$ cat config.mk
export PLATFORM = sky130hd
export DESIGN_NAME = spct_evq
export DESIGN_NICKNAME = d
export VERILOG_FILES = /design/src/sv/spct_pkg.sv /design/src/sv/spct_evq.sv
export SDC_FILE = /design/constraint.sdc
export NUM_CORES = 1
export LEC_CHECK = 0
export ABC_AREA = 1
export BUFFER_PORTS_ARGS = -buffer_cell sky130_fd_sc_hd__buf_2
export CORE_UTILIZATION = 50
export CTS_BUF_LIST = sky130_fd_sc_hd__clkbuf_16
export DETAILED_ROUTE_END_ITERATION = 16
export PLACE_DENSITY = 0.71
export SYNTH_ARGS = -nofsm -noshare
export SYNTH_HDL_FRONTEND = slang
export SYNTH_SLANG_ARGS = --single-unit
$ cat constraint.sdc
create_clock -name clock -period 1.8 [get_ports clock]
set_input_delay 0.54 -clock clock [delete_from_list [all_inputs] [get_ports clock]]
set_output_delay 0.54 -clock clock [all_outputs]
set_load 0.03 [all_outputs]
$ cat src/sv/spct_pkg.sv
// Shared types and constants for the shape pair contact tracker.
package spct_pkg;

   localparam int ID_BITS = 6;

   localparam logic KIND_CIRCLE = 1'b0;
   localparam logic KIND_BOX    = 1'b1;

   localparam int QUEUE_DEPTH = 4;
   localparam int QPTR_BITS   = $clog2(QUEUE_DEPTH);
   localparam int QCNT_BITS   = QPTR_BITS + 1;

   typedef enum logic [1:0] {
      EV_ENTER = 2'd0,
      EV_STAY  = 2'd1,
      EV_EXIT  = 2'd2
   } event_kind_type;

   typedef struct packed {
      logic                kind_a;
      logic                kind_b;
      logic [ID_BITS-1:0]  id_a;
      logic [ID_BITS-1:0]  id_b;
      logic signed [15:0]  pos_ax;
      logic signed [15:0]  pos_ay;
      logic [15:0]         size_a;
      logic [15:0]         height_a;
      logic signed [15:0]  pos_bx;
      logic signed [15:0]  pos_by;
      logic [15:0]         size_b;
      logic [15:0]         height_b;
   } req_type;

   typedef struct packed {
      logic [ID_BITS-1:0] event_self;
      logic [ID_BITS-1:0] event_other;
      event_kind_type     event_kind;
      logic               last_event;
   } rsp_type;

   // Overlap verdict for one pair, circle first.
   typedef struct packed {
      logic               touch;
      logic [ID_BITS-1:0] p;
      logic [ID_BITS-1:0] q;
   } pair_hit_type;

   typedef struct packed {
      logic [QCNT_BITS-1:0] count;
      logic                 pop;
   } queue_status_type;

endpackage

$ cat src/sv/spct_evq.sv
// Event output queue with registered entries.
module spct_evq import spct_pkg::*; (
   input  logic             clock,
   input  logic             reset,
   input  logic             push,
   input  rsp_type          push_data,
   output logic             rsp_valid,
   input  logic             rsp_stall,
   output rsp_type          rsp_data,
   output queue_status_type status
);

   rsp_type              ent_ff [QUEUE_DEPTH];
   logic [QPTR_BITS-1:0] wr_ptr_ff, wr_ptr_in;
   logic [QPTR_BITS-1:0] rd_ptr_ff, rd_ptr_in;
   logic [QCNT_BITS-1:0] count_ff, count_in;
   logic                 pop;

   assign rsp_valid = (count_ff != '0);
   assign rsp_data  = ent_ff[rd_ptr_ff];
   assign pop       = rsp_valid && !rsp_stall;

   always_comb begin
      wr_ptr_in = push ? wr_ptr_ff + 1'b1 : wr_ptr_ff;
      rd_ptr_in = pop ? rd_ptr_ff + 1'b1 : rd_ptr_ff;
      count_in  = count_ff + QCNT_BITS'(push) - QCNT_BITS'(pop);
   end

   always_ff @(posedge clock) begin
      if (reset) begin
         wr_ptr_ff <= '0;
         rd_ptr_ff <= '0;
         count_ff  <= '0;
      end else begin
         wr_ptr_ff <= wr_ptr_in;
         rd_ptr_ff <= rd_ptr_in;
         count_ff  <= count_in;
      end
   end

   always_ff @(posedge clock) begin
      if (push) begin
         ent_ff[wr_ptr_ff] <= push_data;
      end
   end

   assign status.count = count_ff;
   assign status.pop   = pop;

endmodule

==> run_results.csv, run 1 <==
group,metric,value,unit
status,status,"complete, but fails checks",
status,violations,"negative setup slack",
finish,area_growth,31.5,%
clock_network,path_clk_slew,50,ps
yosys,synth_area_leaders,"edfxtp_1, dfxtp_1, nor2_1",
setup_path,critPathKind,"flip-flop to output port",
finish,layout.nets,296,
grt,grt_pass1_wl,8640,µm
timing,fin_worst_skew,6.10,ps
floorplanning,die-area,5940,µm²
setup_path,critPathMaxStageDelay,370,ps
finish,num-fill-cells,361,
yosys,syn_area,2820,µm²
detailed_routing,drt_iter0_markers,74,
power_and_ir_drop,p_per_area,1480,nW/µm²
detailed_routing,wl_per_cell,15.6,µm
power_and_ir_drop,p_leak,1.46,nW
yosys,synth_top_area_share,0.639,
detailed_routing,num_vias,1782,
clock_network,cts.sinks,69,
yosys,yosys_warnings,0,
placed_design,gp_congestion,0.756,
floorplanning,initial_core_util,0.535,
detailed_routing,drt-pass1-iter-count,4,
grt,overflow,0,
setup_path,end_kind,"output port",
grt,antenna_found_initial,0,
clock_network,cts_max_level,3,
timing,grt_setup_unrepaired,"yes",
floorplanning,die_w,77.1,µm
yosys,ys.flop_type,"edfxtp_1",
setup_path,critical_path.slowest_cell,"dfxtp_4",
placed_design,io_buffer_count,38,
clock_network,cts-root-buf,"clkbuf_16",
yosys,synth_nets,234,
setup_path,rr_worst_depth,8,
clock_network,clkLatencyLatePin,320,ps
timing,slew_violations,0,
detailed_routing,routed_via_density,5.17,
yosys,synth_edf_count,60,
power_and_ir_drop,peakVddDrop,0.889,mV
finish,antenna_cells,0,
timing,worstMarginPinSlew,266,ps
clock_network,numCtsBuffers,9,
setup_path,worstPathArrival,1360,ps
setup_path,startpoint_type,"flip-flop",
finish,register_area,1990,µm²
detailed_routing,totalWireLength,5380,µm
yosys,syn_avg_cell_area,13.6,µm²
setup_path,worst-r2r-setup-slack,20,ps
setup_path,crit_chain,"inv_8, buf_16, nor2_1, o22ai_1, buf_4",
timing,setup_slack,-103,ps
grt,grt_pass1_vias,1757,
placed_design,dp_cells,324,
timing,period_share,1.06,
yosys,ys_seq_elements,69,
timing,finalHoldViolations,0,
placed_design,post-place-ws,-119,ps
yosys,synth_cell_types,20,
timing,fin_crit,1900,ps
clock_network,clockBufferDepth,2,
floorplanning,die_y,77.1,µm
setup_path,reg2reg_to,"count_ff[1]",
setup_path,worstPathRequired,1260,ps
detailed_routing,drc_errors,0,
timing,clock.fmax,0.526,GHz
clock_network,cts_tree,"built",
timing,slew-limit-headroom,0.822,
setup_path,critPathTopFamily,"buffers and inverters",
floorplanning,ios,39,
setup_path,critPathCapture,"rsp_data[1]",
clock_network,hold_buffers,0,
floorplanning,core_area,5270,µm²
floorplanning,rows,26,
yosys,synth_top_cell_by_area,"edfxtp_1",
detailed_routing,ant_nets,0,
yosys,ys_seq_area_frac,0.703,
grt,grt_use_total,0.200,
worst_hold_path,hold_path.class,"input pin to flip-flop",
yosys,synthCells,208,
timing,tns,-783,ps
finish,final_cells,345,
grt,grt_max_degree,19,
setup_path,r2r-start,"count_ff[2]",
placed_design,dp.final_hpwl,3330,µm
setup_path,worst-path-stages,5,
timing,setup_viol,15,
setup_path,worst-path-max-fanout,5,
setup_path,crit_buf_inv,3,
yosys,synthArstFlopShare,0,
finish,multi_input_area,719,µm²
finish,drive_gt1_frac,0.411,
job,max_cap_violations,0,
-- timing repair --
item | in CTS | in global routing
gates cloned | 2 | 1
setup endpoints to repair | 15 | 17
setup buffers | 1 | 1
endpoints found under the hold margin | 0 | 0
resized for setup | 36 | 12
pin swaps | 5 | 6
-- worst min path at each step --
stage / slack, ps / from / cells after the start / endpoint
global route: 400 / reset / 2 / count_ff[1]
global placement: 470 / rd_ptr_ff[0] / 2 / rd_ptr_ff[0]
CTS: 390 / reset / 2 / count_ff[0]
finish: 400 / reset / 2 / count_ff[1]
floorplan: 450 / rd_ptr_ff[0] / 2 / flip-flop
detailed placement: 500 / rd_ptr_ff[0] / 2 / rd_ptr_ff[0]
-- synth_stat cells (2+ instances only) --
| library cell | n |
|---|---|
| edfxtp_1 | 60 |
| nand2_1 | 10 |
| inv_1 | 17 |
| buf_6 | 4 |
| ha_1 | 6 |
| nor2_1 | 37 |
| a21oi_1 | 6 |
| nand3_1 | 2 |
| o21ai_2 | 12 |
| buf_4 | 4 |
| inv_2 | 2 |
| o22ai_1 | 5 |
| dfxtp_1 | 9 |
| o22ai_2 | 10 |
| o21ai_0 | 2 |
| o21ai_1 | 18 |
-- area by class of cell --
class | instances | share of cell area
sequential | 69 | 0.538
clock buffer | 9 | 0.0607
multi-input combinational | 111 | 0.194
timing repair buffer | 60 | 0.147
clock inverter | 7 | 0.0155
inverter | 19 | 0.0213
tap | 70 | 0.0236
-- state kept, by name, summed over array words and instances, names as in the netlist, named ones only --
signal / cells
rd_ptr_ff: 2
count_ff: 3
wr_ptr_ff: 2
ent_ff: 60
-- metal layers --
layer  vias to the layer above  global-route usage  share of wire
li1                        867                   -              -
met4                         0              0.0679          0.011
met1                       868               0.238           0.41
met2                        38               0.339           0.54
met5                         -                   0              0
met3                         9              0.0655          0.038
-- power by group --
part           switching (mW)  internal, mW  leakage [nW]
Clock                   0.595          1.05         0.139
Combinational            1.09         0.810         0.692
Sequential             0.0767          1.87         0.628
Total                    1.76          3.73          1.46
-- worst reg2reg max path, cell delays in order (launching register included) --
cell and delay (ps):
dfxtp_4 360, nor2_4 120, a21oi_2 70, ha_1 290, inv_1 50, ha_2 170
fa_2 530, inv_2 30, nor2_2 80
-- kinds of logic (layout without fill, tap and decap cells) --
group	Yosys count	after routing	share of synthesized area
DFF	69	69	0.703
AOI/OAI and AO/OA	53	53	0.139
and+or+nand+nor	51	51	0.0706
buffers and inverters	28	95	0.0537
adders and majority gates	7	7	0.0337
-- cells in the final DEF, fill, tap and decap left out, drive strengths merged --
cell / n
a21oi: 6
buf: 59
bufinv: 1
clkbuf: 10
clkinv: 4
clkinvlp: 1
dfxtp: 9
edfxtp: 60
fa: 1
ha: 6
inv: 20
nand2: 11
nand3: 2
nor2: 38
o21ai: 32
o22ai: 15
-- stage by stage --
step	hold slack, ps	power (mW)	instance area [µm²]	utilization
final	399	5.49	3710	0.703
after global routing	398	5.74	3710	0.703
after CTS	394	5.38	3640	0.691
after detailed placement	498	3.46	3200	0.607
after global placement	466	3.43	3200	0.607
after floorplan	448	3.05	2820	-
No activity file was read; power rests on OpenSTA's default activity.
==> run 2: changes to the inputs <==
--- a/config.mk
+++ b/config.mk
@@ -11,6 +11,8 @@
 export CTS_BUF_LIST = sky130_fd_sc_hd__clkbuf_16
 export DETAILED_ROUTE_END_ITERATION = 16
 export PLACE_DENSITY = 0.71
+export RECOVER_POWER = 100
+export REMOVE_ABC_BUFFERS = 1
 export SYNTH_ARGS = -nofsm -noshare
 export SYNTH_HDL_FRONTEND = slang
 export SYNTH_SLANG_ARGS = --single-unit
==> run 2 against run 1 <==
  * Power shrank 2.2%
  * Design area is 3.8% lower
  * Maximum frequency shrank 0.79%
  * Sequential power barely moved
  * Utilization is 2.7 points lower
  * Via count is 2.2% lower
  * The flow still finishes with violations (negative setup slack)
  * Sequential share of layout area rose by 2.0 points
  * Critical path type unchanged
  * Combinational power decreased by 7%
  * Non-clock buffer count down 8
  * First-iteration DRC count grew 6.8%
  * Clock-buffer cell count is the same
  * Register-to-register slack barely moved
==> run_results.csv, run 2 (same netlist as run 1, synthesis figures left out) <==
group,metric,value,unit
placed_design,post-place-ws,-66.3,ps
finish,drive_gt1_frac,0.300,
grt,grtUsageMet1,0.216,
finish,num-fill-cells,424,
setup_path,worst-path-max-fanout,10,
power_and_ir_drop,p_per_area,1510,nW/µm²
detailed_routing,totalWireLength,5310,µm
clock_network,cts.sinks,69,
timing,grt_setup_unrepaired,"yes",
job,max_cap_violations,0,
floorplanning,core_area,5270,µm²
grt,grt_max_degree,25,
finish,final_cells,337,
timing,fin_worst_skew,5.71,ps
floorplanning,ios,39,
placed_design,io_buffer_count,38,
timing,period_share,1.07,
timing,clock.fmax,0.521,GHz
clock_network,cts_tree,"built",
finish,layout_common_cells,"edfxtp_1, nor2_1, clkbuf_1",
detailed_routing,wl_per_cell,15.7,µm
detailed_routing,drt_iter0_markers,79,
finish,reg.largest.list,"ent_ff: 60 flops, count_ff: 3 flops",
detailed_routing,routed_via_density,5.17,
timing,setup_slack,-118,ps
worst_hold_path,whs_path_depth,2,
grt,grt_pass1_vias,1744,
setup_path,worstPathArrival,1380,ps
setup_path,critical_path.slowest_cell,"dfxtp_4",
finish,layout.nets,288,
setup_path,rr_worst_depth,8,
clock_network,hold_buffers,0,
status,violations,"negative setup slack",
clock_network,clkLatencyLatePin,320,ps
timing,tns,-1020,ps
detailed_routing,drc_errors,0,
timing,setup_viol,16,
placed_design,gp_congestion,0.678,
clock_network,path_clk_slew,50,ps
clock_network,cts_max_level,3,
setup_path,reg2reg_to,"count_ff[2]",
grt,grt_use_total,0.194,
floorplanning,initial_core_util,0.535,
placed_design,dp_cells,318,
finish,area_growth,26.5,%
grt,grtUsageMet3,0.0583,
detailed_routing,num_vias,1742,
setup_path,r2r-start,"count_ff[2]",
detailed_routing,ant_nets,0,
timing,worstMarginPinSlew,490,ps
detailed_routing,drt-pass1-iter-count,4,
clock_network,cts-root-buf,"clkbuf_16",
grt,antenna_found_initial,0,
timing,slew-limit-headroom,0.673,
setup_path,startpoint_type,"flip-flop",
power_and_ir_drop,p_leak,1.35,nW
worst_hold_path,min_to,"count_ff[1]",
finish,largest_reg_flops,60,
floorplanning,die_w,77.1,µm
grt,met2_usage,0.333,
floorplanning,rows,26,
setup_path,end_kind,"output port",
worst_hold_path,hold_path.class,"input pin to flip-flop",
timing,finalHoldViolations,0,
setup_path,critPathMaxStageDelay,380,ps
clock_network,numCtsBuffers,9,
finish,antenna_cells,0,
timing,fin_crit,1920,ps
placed_design,dp.final_hpwl,3140,µm
grt,overflow,0,
grt,grt_pass1_wl,8280,µm
worst_hold_path,hold_start,"reset",
setup_path,critPathKind,"flip-flop to output port",
placed_design,place_area,3140,µm²
setup_path,worstPathRequired,1260,ps
clock_network,clockBufferDepth,2,
finish,largest-register,"ent_ff",
finish,postLayoutCoreUtil,0.677,
setup_path,worst-r2r-setup-slack,30,ps
status,status,"complete, but fails checks",
finish,layout_commonest_cell,"edfxtp_1",
grt,grt_most_used_layer,"met2",
floorplanning,die_y,77.1,µm
floorplanning,die-area,5940,µm²
finish,fin_area,3570,µm²
timing,slew_violations,0,
setup_path,crit_chain,"inv_6, buf_12, nor2_2, o22ai_2, buf_6",
power_and_ir_drop,peakVddDrop,0.949,mV
-- run 2: cell count changes in the layout (fill, tap and decap cells not counted), sizes merged --
cell | previous run | this run
clkinvlp | 1 | 2
buf | 59 | 27
inv | 20 | 19
clkbuf | 10 | 34
-- run 2: stage by stage --
stage                     total power, mW  hold slack [ps]
after global routing                 5.60              388
final                                5.37              395
after global placement               3.39              469
after detailed placement             3.42              483
after CTS                            5.37              392
after floorplan                      2.95              448
-- run 2: area by class of cell --
class                      count  area, µm²  share of cell area
sequential                    69       1990               0.557
multi-input combinational    111        706               0.198
timing repair buffer          52        415               0.116
clock buffer                   9        225              0.0631
tap                           70       87.6              0.0246
inverter                      19       78.8              0.0221
clock inverter                 7       66.3              0.0186
-- run 2: worst max path at each step --
stage / to / slack, ps / cells after the start
2_1_floorplan: count_ff[1] / -520 / 8
6_report: rsp_data[14] / -120 / 5
4_1_cts: rsp_data[0] / -100 / 4
3_5_place_dp: count_ff[1] / -70 / 8
3_3_place_gp: count_ff[1] / -30 / 8
5_1_grt: rsp_data[0] / -170 / 5
-- run 2: critical path: cells and delay by family (launching register included) --
kind | cells | cell delay, ps
and+or+nand+nor | 1 | 50
AOI/OAI and AO/OA | 1 | 220
buffers and inverters | 3 | 400
DFF | 1 | 380
-- run 2: power by group --
group / leakage [nW] / internal (mW) / total (mW) / switching [mW]
sequential: 0.627 / 1.86 / 1.94 / 0.0731
clock: 0.136 / 1.06 / 1.67 / 0.615
combinational: 0.585 / 0.702 / 1.76 / 1.06
total: 1.35 / 3.63 / 5.37 / 1.75
-- run 2: layer usage --
metal,part of all wire,wire length (µm)
met1,0.41,2190
met2,0.52,2760
met3,0.050,263
met4,0.018,97
met5,0,0
-- run 2: timing repair --
item / 4_1_cts / 5_1_grt
gates resized for setup: 41 / 3
pin swaps: 2 / 4
endpoints found under the setup margin: 15 / 17
setup buffers: 0 / 1
gates cloned: 1 / 1
