### src/sv/spct_pkg.sv
// Shared types and constants for the shape pair contact tracker.
package spct_pkg;

   localparam int ID_BITS = 6;

   localparam logic KIND_CIRCLE = 1'b0;
   localparam logic KIND_BOX    = 1'b1;

   localparam int QUEUE_DEPTH = 4;
   localparam int QPTR_BITS   = $clog2(QUEUE_DEPTH);
   localparam int QCNT_BITS   = QPTR_BITS + 1;

   typedef enum logic [1:0] {
      EV_ENTER = 2'd0,
      EV_STAY  = 2'd1,
      EV_EXIT  = 2'd2
   } event_kind_type;

   typedef struct packed {
      logic                kind_a;
      logic                kind_b;
      logic [ID_BITS-1:0]  id_a;
      logic [ID_BITS-1:0]  id_b;
      logic signed [15:0]  pos_ax;
      logic signed [15:0]  pos_ay;
      logic [15:0]         size_a;
      logic [15:0]         height_a;
      logic signed [15:0]  pos_bx;
      logic signed [15:0]  pos_by;
      logic [15:0]         size_b;
      logic [15:0]         height_b;
   } req_type;

   typedef struct packed {
      logic [ID_BITS-1:0] event_self;
      logic [ID_BITS-1:0] event_other;
      event_kind_type     event_kind;
      logic               last_event;
   } rsp_type;

   // Overlap verdict for one pair, circle first.
   typedef struct packed {
      logic               touch;
      logic [ID_BITS-1:0] p;
      logic [ID_BITS-1:0] q;
   } pair_hit_type;

   typedef struct packed {
      logic [QCNT_BITS-1:0] count;
      logic                 pop;
   } queue_status_type;

endpackage

### src/sv/spct_geom.sv
// Overlap test pipeline: swap, differences and clamp, squares, compare.
module spct_geom import spct_pkg::*; #(
   parameter int MAX_COLLIDERS = 64,
   parameter int COORD_BITS    = 16
) (
   input  logic         clock,
   input  logic         reset,
   input  logic         hold,
   input  logic         req_valid,
   output logic         req_stall,
   input  req_type      req_data,
   output logic         t_valid,
   input  logic         t_take,
   output pair_hit_type t_data
);

   localparam int W  = COORD_BITS;
   localparam int WH = COORD_BITS + 2;
   localparam int WQ = 2 * COORD_BITS + 2;

   typedef enum logic [1:0] {
      PAIR_CC,
      PAIR_CB,
      PAIR_BB
   } pair_code_type;

   typedef struct packed {
      pair_code_type      code;
      logic [W-1:0]       ax;
      logic [W-1:0]       ay;
      logic [W-1:0]       bx;
      logic [W-1:0]       by;
      logic [WH-1:0]      ahx;
      logic [WH-1:0]      ahy;
      logic [WH-1:0]      bhx;
      logic [WH-1:0]      bhy;
      logic [W:0]         rsum;
      logic [W-1:0]       rad;
      logic [ID_BITS-1:0] p;
      logic [ID_BITS-1:0] q;
   } s1_type;

   typedef struct packed {
      logic               is_bb;
      logic               bb_hit;
      logic [W:0]         mx;
      logic [W:0]         my;
      logic [W:0]         mr;
      logic [ID_BITS-1:0] p;
      logic [ID_BITS-1:0] q;
   } s2_type;

   typedef struct packed {
      logic               is_bb;
      logic               bb_hit;
      logic [WQ-1:0]      sqx;
      logic [WQ-1:0]      sqy;
      logic [WQ-1:0]      sqr;
      logic [ID_BITS-1:0] p;
      logic [ID_BITS-1:0] q;
   } s3_type;

   req_type      s0_ff;
   logic         s0_valid_ff, s0_valid_in;
   s1_type       s1_ff, s1_in;
   logic         s1_valid_ff, s1_valid_in;
   s2_type       s2_ff, s2_in;
   logic         s2_valid_ff, s2_valid_in;
   s3_type       s3_ff, s3_in;
   logic         s3_valid_ff, s3_valid_in;
   pair_hit_type t_ff, t_in;
   logic         t_valid_ff, t_valid_in;

   logic s0_free, s1_free, s2_free, s3_free, t_free;
   logic req_accept;

   assign t_free  = !t_valid_ff || t_take;
   assign s3_free = !s3_valid_ff || t_free;
   assign s2_free = !s2_valid_ff || s3_free;
   assign s1_free = !s1_valid_ff || s2_free;
   assign s0_free = !s0_valid_ff || s1_free;

   assign req_stall  = hold || !s0_free;
   assign req_accept = req_valid && !req_stall;

   // Stage 0: put the circle first, form box extents and radius sum.
   logic                 swap, ka, kb, id_ok;
   logic [15:0]          f_x, f_y, f_w, f_h, g_x, g_y, g_w, g_h;
   logic signed [W-1:0]  s0_ax, s0_ay, s0_bx, s0_by;
   logic [W-1:0]         aw, ah, bw, bh;
   logic signed [WH-1:0] ahx, ahy, bhx, bhy;

   always_comb begin
      swap = (s0_ff.kind_a == KIND_BOX) && (s0_ff.kind_b == KIND_CIRCLE);
      ka   = swap ? s0_ff.kind_b : s0_ff.kind_a;
      kb   = swap ? s0_ff.kind_a : s0_ff.kind_b;
      f_x  = swap ? s0_ff.pos_bx   : s0_ff.pos_ax;
      f_y  = swap ? s0_ff.pos_by   : s0_ff.pos_ay;
      f_w  = swap ? s0_ff.size_b   : s0_ff.size_a;
      f_h  = swap ? s0_ff.height_b : s0_ff.height_a;
      g_x  = swap ? s0_ff.pos_ax   : s0_ff.pos_bx;
      g_y  = swap ? s0_ff.pos_ay   : s0_ff.pos_by;
      g_w  = swap ? s0_ff.size_a   : s0_ff.size_b;
      g_h  = swap ? s0_ff.height_a : s0_ff.height_b;
      s0_ax = W'(f_x);
      s0_ay = W'(f_y);
      s0_bx = W'(g_x);
      s0_by = W'(g_y);
      aw    = W'(f_w);
      ah    = W'(f_h);
      bw    = W'(g_w);
      bh    = W'(g_h);
      ahx   = s0_ax + $signed({1'b0, aw});
      ahy   = s0_ay + $signed({1'b0, ah});
      bhx   = s0_bx + $signed({1'b0, bw});
      bhy   = s0_by + $signed({1'b0, bh});
      id_ok = (32'(s0_ff.id_a) < MAX_COLLIDERS) && (32'(s0_ff.id_b) < MAX_COLLIDERS);

      if (!ka && !kb) begin
         s1_in.code = PAIR_CC;
      end else if (ka && kb) begin
         s1_in.code = PAIR_BB;
      end else begin
         s1_in.code = PAIR_CB;
      end
      s1_in.ax   = s0_ax;
      s1_in.ay   = s0_ay;
      s1_in.bx   = s0_bx;
      s1_in.by   = s0_by;
      s1_in.ahx  = ahx;
      s1_in.ahy  = ahy;
      s1_in.bhx  = bhx;
      s1_in.bhy  = bhy;
      s1_in.rsum = {1'b0, aw} + {1'b0, bw};
      s1_in.rad  = aw;
      s1_in.p    = swap ? s0_ff.id_b : s0_ff.id_a;
      s1_in.q    = swap ? s0_ff.id_a : s0_ff.id_b;
   end

   // Stage 1: distance magnitudes (clamped for circle-box), box overlap.
   logic signed [W-1:0]  ax, ay, bx, by;
   logic signed [WH-1:0] s1_ahx, s1_ahy, s1_bhx, s1_bhy;
   logic signed [W:0]    ccdx, ccdy, lox, loy;
   logic signed [WH-1:0] hix, hiy;
   logic [W:0]           ccmx, ccmy, cbmx, cbmy;

   always_comb begin
      ax     = s1_ff.ax;
      ay     = s1_ff.ay;
      bx     = s1_ff.bx;
      by     = s1_ff.by;
      s1_ahx = s1_ff.ahx;
      s1_ahy = s1_ff.ahy;
      s1_bhx = s1_ff.bhx;
      s1_bhy = s1_ff.bhy;
      ccdx   = ax - bx;
      ccdy   = ay - by;
      lox    = bx - ax;
      loy    = by - ay;
      hix    = ax - s1_bhx;
      hiy    = ay - s1_bhy;
      ccmx   = ccdx[W] ? $unsigned(-ccdx) : $unsigned(ccdx);
      ccmy   = ccdy[W] ? $unsigned(-ccdy) : $unsigned(ccdy);

      if (ax < bx) begin
         cbmx = $unsigned(lox);
      end else if (ax > s1_bhx) begin
         cbmx = (W+1)'($unsigned(hix));
      end else begin
         cbmx = '0;
      end
      if (ay < by) begin
         cbmy = $unsigned(loy);
      end else if (ay > s1_bhy) begin
         cbmy = (W+1)'($unsigned(hiy));
      end else begin
         cbmy = '0;
      end

      s2_in.is_bb  = (s1_ff.code == PAIR_BB);
      s2_in.bb_hit = (s1_ahx > bx) && (ax < s1_bhx) && (s1_ahy > by) && (ay < s1_bhy);
      s2_in.p      = s1_ff.p;
      s2_in.q      = s1_ff.q;
      case (s1_ff.code)
         PAIR_CC: begin
            s2_in.mx = ccmx;
            s2_in.my = ccmy;
            s2_in.mr = s1_ff.rsum;
         end
         PAIR_CB: begin
            s2_in.mx = cbmx;
            s2_in.my = cbmy;
            s2_in.mr = {1'b0, s1_ff.rad};
         end
         default: begin
            s2_in.mx = '0;
            s2_in.my = '0;
            s2_in.mr = '0;
         end
      endcase
   end

   // Stage 2: squares.
   always_comb begin
      s3_in.is_bb  = s2_ff.is_bb;
      s3_in.bb_hit = s2_ff.bb_hit;
      s3_in.sqx    = WQ'(s2_ff.mx) * WQ'(s2_ff.mx);
      s3_in.sqy    = WQ'(s2_ff.my) * WQ'(s2_ff.my);
      s3_in.sqr    = WQ'(s2_ff.mr) * WQ'(s2_ff.mr);
      s3_in.p      = s2_ff.p;
      s3_in.q      = s2_ff.q;
   end

   // Stage 3: strict compare of squared distance against squared radius.
   logic [WQ:0] sqsum;

   always_comb begin
      sqsum      = {1'b0, s3_ff.sqx} + {1'b0, s3_ff.sqy};
      t_in.touch = s3_ff.is_bb ? s3_ff.bb_hit : (sqsum < {1'b0, s3_ff.sqr});
      t_in.p     = s3_ff.p;
      t_in.q     = s3_ff.q;
   end

   always_comb begin
      s0_valid_in = s0_free ? req_accept : s0_valid_ff;
      s1_valid_in = s1_free ? (s0_valid_ff && id_ok) : s1_valid_ff;
      s2_valid_in = s2_free ? s1_valid_ff : s2_valid_ff;
      s3_valid_in = s3_free ? s2_valid_ff : s3_valid_ff;
      t_valid_in  = t_free ? s3_valid_ff : t_valid_ff;
   end

   always_ff @(posedge clock) begin
      if (reset) begin
         s0_valid_ff <= 1'b0;
         s1_valid_ff <= 1'b0;
         s2_valid_ff <= 1'b0;
         s3_valid_ff <= 1'b0;
         t_valid_ff  <= 1'b0;
      end else begin
         s0_valid_ff <= s0_valid_in;
         s1_valid_ff <= s1_valid_in;
         s2_valid_ff <= s2_valid_in;
         s3_valid_ff <= s3_valid_in;
         t_valid_ff  <= t_valid_in;
      end
   end

   always_ff @(posedge clock) begin
      if (req_accept) begin
         s0_ff <= req_data;
      end
      if (s1_free) begin
         s1_ff <= s1_in;
      end
      if (s2_free) begin
         s2_ff <= s2_in;
      end
      if (s3_free) begin
         s3_ff <= s3_in;
      end
      if (t_free) begin
         t_ff <= t_in;
      end
   end

   assign t_valid = t_valid_ff;
   assign t_data  = t_ff;

endmodule

### config.mk
export PLATFORM = sky130hd
export DESIGN_NAME = spct_geom
export DESIGN_NICKNAME = d
export VERILOG_FILES = /design/src/sv/spct_pkg.sv /design/src/sv/spct_geom.sv
export SDC_FILE = /design/constraint.sdc
export NUM_CORES = 2
export LEC_CHECK = 0
export BUFFER_PORTS_ARGS = -buffer_cell sky130_fd_sc_hd__buf_4
export CAP_MARGIN = 15
export CORE_MARGIN = 2
export CORE_UTILIZATION = 59
export CTS_BUF_LIST = sky130_fd_sc_hd__clkbuf_4 sky130_fd_sc_hd__clkbuf_8 sky130_fd_sc_hd__clkbuf_16
export DETAILED_ROUTE_END_ITERATION = 8
export PLACE_DENSITY = 0.79
export SETUP_SLACK_MARGIN = 0.3
export SYNTH_ARGS = -nofsm -noshare
export SYNTH_HDL_FRONTEND = slang
export SYNTH_SLANG_ARGS = --single-unit
### constraint.sdc
create_clock -name clock -period 9.58 [get_ports clock]
set_input_delay 1.437 -clock clock [delete_from_list [all_inputs] [get_ports clock]]
set_output_delay 1.437 -clock clock [all_outputs]
set_load 0.05 [all_outputs]
==> insert_results.sql <==
INSERT INTO impl_metrics (metric_group, metric, value, unit) VALUES
('status', 'run_status', 'complete, no violations', ''),
('logic_synthesis', 'synth.lib_cells_used.distinct', '98', ''),
('run', 'drv.max_cap_violation_count', '0', ''),
('floorplan', 'die_width', '308', 'um'),
('critical_path', 'cp.arrival', '7.64', 'ns'),
('global_routing', 'grt_pass1_vias', '40400', ''),
('logic_synthesis', 'main_synth_ff_type', 'sky130_fd_sc_hd__edfxtp_1', ''),
('logic_synthesis', 'yosysWarnings', '0', ''),
('critical_path', 'setup.worst_path.end_class', 'register', ''),
('timing', 'grt_setup_unrepaired', 'no', ''),
('final_layout', 'post_route_cells_drive_above_1_share', '6.14', '%'),
('critical_path', 'worst_ep_required_time', '9.98', 'ns'),
('floorplan', 'placementRows', '111', ''),
('routing', 'dr.first_iter.drc_count', '2656', ''),
('logic_synthesis', 'synth_area_leader_cell', 'sky130_fd_sc_hd__edfxtp_1', ''),
('floorplan', 'floorplan.initialDensity', '59.6', '%'),
('floorplan', 'floorplan.die.height', '308', 'um'),
('routing', 'route.detailed.drc', '0', ''),
('cts', 'cts_setup_buffers', '0', ''),
('floorplan', 'core_region_area', '91700', 'um^2'),
('logic_synthesis', 'synth_edf_count', '516', ''),
('logic_synthesis', 'synth_area_per_inst', '9.87', 'um^2'),
('cts', 'cts.root.buffer_cell', 'sky130_fd_sc_hd__clkbuf_16', ''),
('timing', 'post-route-min-period', '7.24', 'ns'),
('timing', 'setup-tns-final', '0', 'ns'),
('cts', 'postCtsHoldBufs', '0', ''),
('timing', 'max_slew.worst_pin.slew', '1.14', 'ns'),
('placed_design', 'post-dp-hpwl', '93900', 'um'),
('routing', 'wire_per_inst', '17.1', 'um'),
('cts', 'cts_buffers', '57', ''),
('cts', 'h-tree-depth', '2', ''),
('global_routing', 'total_grt_usage', '25.6', '%'),
('logic_synthesis', 'syn_area', '54600', 'um^2'),
('routing', 'totalWireLength', '117000', 'um'),
('global_routing', 'grt_start_max_net_pins', '184', ''),
('cts', 'postCtsResizedCells', '0', ''),
('cts', 'cts_buffer_depth', '3', ''),
('global_routing', 'wire_length_of_the_first_global_routing_pass', '197000', 'um'),
('cts', 'worst_skew_late_latency', '0.66', 'ns'),
('logic_synthesis', 'synth.yosys.seq_area_share', '28.6', '%'),
('timing', 'slew_violations', '0', ''),
('floorplan', 'design.die.area', '95000', 'um^2'),
('routing', 'detail-route-antenna-nets', '0', ''),
('final_layout', 'flow.area_growth_from_synthesis', '7.86', '%'),
('timing', 'timing.final.hold_violations', '0', ''),
('global_routing', 'antenna_violations_before_repair', '1', ''),
('critical_path', 'cp_max_fo', '12', ''),
('logic_synthesis', 'netlist.area_leader.share', '28.4', '%'),
('timing', 'timing.max_slew.rel_slack', '24.2', '%'),
('logic_synthesis', 'post_synth_main_area_contributors', 'sky130_fd_sc_hd__edfxtp_1, sky130_fd_sc_hd__fa_1, sky130_fd_sc_hd__ha_1', ''),
('final_layout', 'diodes', '0', ''),
('timing', 'fin_skew', '0.0593', 'ns'),
('timing', 'setup-violations-final', '0', ''),
('logic_synthesis', 'postSynthNetCount', '6877', ''),
('timing', 'finalCritPeriodShare', '75.6', '%'),
('timing', 'max_freq', '138', 'MHz'),
('placed_design', 'gp_congestion', '0.927', ''),
('cts', 'cts_tree', 'built', ''),
('routing', 'post_drt_via_cell_ratio', '5.59', ''),
('logic_synthesis', 'async_flop_share', '0', '%'),
('routing', 'detailroute.via_count', '38400', ''),
('final_layout', 'num-fill-cells', '7202', ''),
('logic_synthesis', 'synthTopCellsByCount', 'sky130_fd_sc_hd__inv_1, sky130_fd_sc_hd__nand2_1, sky130_fd_sc_hd__ha_1, sky130_fd_sc_hd__fa_1, sky130_fd_sc_hd__edfxtp_1', ''),
('cts', 'cts_num_sinks', '521', ''),
('logic_synthesis', 'ys_seq_elements', '521', ''),
('logic_synthesis', 'synthMostInstantiatedCell', 'sky130_fd_sc_hd__inv_1', ''),
('placed_design', 'port-buffer-count', '161', ''),
('floorplan', 'num_io_pins', '162', ''),
('hold_path', 'classification_of_the_worst_slack_hold_path', 'reg2reg', ''),
('critical_path', 'timing_worst_setup_path_type', 'reg2reg', ''),
('global_routing', 'gr-total-overflow', '0', ''),
('cts', 'clk_pin_slew_worst_paths', '0.07', 'ns'),
('final_layout', 'final_nets', '6980', ''),
('critical_path', 'startpoint_type', 'register', ''),
('logic_synthesis', 'synthCells', '5532', ''),
('routing', 'drt_pre_antenna_iters', '5', '');
==> registers in the layout, summed over array words and instances (netlist names), 13 cells and up <==
name and flops:
s1_ff 47, s1_ahy 18, by 16, s1_ahx 18
ax 16, t_data 13, s3_ff 113, bx 16
s1_bhy 18, ay 16, s2_ff 65, s1_bhx 18
s0_ff 142
==> cells in the final DEF (no fill, tap or decap), types with 16 or more instances in the layout <==
cell,netlist,routed
sky130_fd_sc_hd__nand4_1,35,35
sky130_fd_sc_hd__nand2b_1,36,35
sky130_fd_sc_hd__nor2b_1,65,64
sky130_fd_sc_hd__edfxtp_1,516,516
sky130_fd_sc_hd__o21ai_0,122,122
sky130_fd_sc_hd__nand3_1,51,51
sky130_fd_sc_hd__ha_1,617,617
sky130_fd_sc_hd__o21ai_1,21,21
sky130_fd_sc_hd__xor2_1,81,81
sky130_fd_sc_hd__fa_1,581,581
sky130_fd_sc_hd__nor3_1,59,59
sky130_fd_sc_hd__buf_4,1,176
sky130_fd_sc_hd__and2_1,177,177
sky130_fd_sc_hd__o21a_1,37,37
sky130_fd_sc_hd__o31ai_1,16,16
sky130_fd_sc_hd__o21bai_1,31,31
sky130_fd_sc_hd__inv_1,1047,1046
sky130_fd_sc_hd__or2_2,21,21
sky130_fd_sc_hd__a31oi_1,21,20
sky130_fd_sc_hd__and3_1,21,21
sky130_fd_sc_hd__a21o_1,97,97
sky130_fd_sc_hd__xnor2_1,230,230
sky130_fd_sc_hd__nor2_1,248,248
sky130_fd_sc_hd__mux2i_1,21,21
sky130_fd_sc_hd__a21oi_1,224,224
sky130_fd_sc_hd__nand2_1,742,740
sky130_fd_sc_hd__clkbuf_16,0,57
sky130_fd_sc_hd__a211oi_1,36,36
==> worst max-delay path: stages, from the launching register on <==
cell                        delay [ns]
sky130_fd_sc_hd__edfxtp_1         0.58
sky130_fd_sc_hd__inv_1            0.38
sky130_fd_sc_hd__nor2_1           0.14
sky130_fd_sc_hd__fa_1             0.53
sky130_fd_sc_hd__inv_1            0.06
sky130_fd_sc_hd__fa_1             0.51
sky130_fd_sc_hd__fa_1             0.52
sky130_fd_sc_hd__inv_1            0.06
sky130_fd_sc_hd__fa_1             0.44
sky130_fd_sc_hd__fa_1             0.51
sky130_fd_sc_hd__inv_1            0.05
sky130_fd_sc_hd__fa_1             0.47
sky130_fd_sc_hd__inv_1            0.04
sky130_fd_sc_hd__ha_1             0.35
sky130_fd_sc_hd__a21o_1           0.21
sky130_fd_sc_hd__a31oi_1          0.21
sky130_fd_sc_hd__o211ai_1         0.12
sky130_fd_sc_hd__a221o_1          0.43
sky130_fd_sc_hd__a2111oi_0        0.48
sky130_fd_sc_hd__a21oi_1          0.15
sky130_fd_sc_hd__a41oi_1          0.39
sky130_fd_sc_hd__o21ai_1          0.10
sky130_fd_sc_hd__a21oi_1          0.18
sky130_fd_sc_hd__xnor2_1          0.08
==> logic make-up after synthesis <==
group	share of synthesized area, %
simple gates	12.7
buf+inv	8.19
fa+ha+maj	35.4
flops	28.6
mux	0.447
compound gates	9.64
xor+xnor	5.04
==> final cells by class <==
type / instances / area, um^2 / share of cell area (%)
Inverter: 1048 / 3930 / 6.68
Timing Repair Buffer: 177 / 1340 / 2.28
Multi-Input combinational cell: 3830 / 34600 / 58.7
Clock buffer: 70 / 1540 / 2.61
Clock inverter: 37 / 423 / 0.718
Sequential cell: 521 / 15600 / 26.5
Tap cell: 1186 / 1480 / 2.52
==> through the flow <==
step / instances / cell area [um^2] / hold WS, ns / worst slack (ns) / utilization, %
5_1_grt: 6869 / 58900 / 0.418 / 1.93 / 64.3
4_1_cts: 6868 / 58900 / 0.408 / 2.37 / 64.2
3_3_place_gp: 6761 / 56900 / 0.403 / 2.50 / 62.1
2_1_floorplan: 5532 / 54600 / 0.400 / 2.93 / -
6_report: 6869 / 58900 / 0.408 / 2.34 / 64.3
3_5_place_dp: 6761 / 56900 / 0.405 / 2.41 / 62.1
==> routing by layer <==
metal	part of all wire, %	vias to the layer above	track usage (%)
met3	5.5	221	3.25
met5	0	-	0
li1	-	18300	-
met1	41	18700	32.7
met4	3.1	0	7.96
met2	50	1124	45.3
==> worst paths after layout <==
path / endpoint / cells past startpoint / start / slack, ns
max: s3_ff[43] / 23 / s2_ff[23] / 2.34
min: t_data[10] / 0 / s3_ff[10] / 0.41
max reg2reg: s3_ff[43] / 23 / s2_ff[23] / 2.34
min reg2reg: t_data[10] / 0 / s3_ff[10] / 0.41
Power is not shown: default switching activity piles up to over one toggle a cycle in this logic, so the estimate is an artifact.
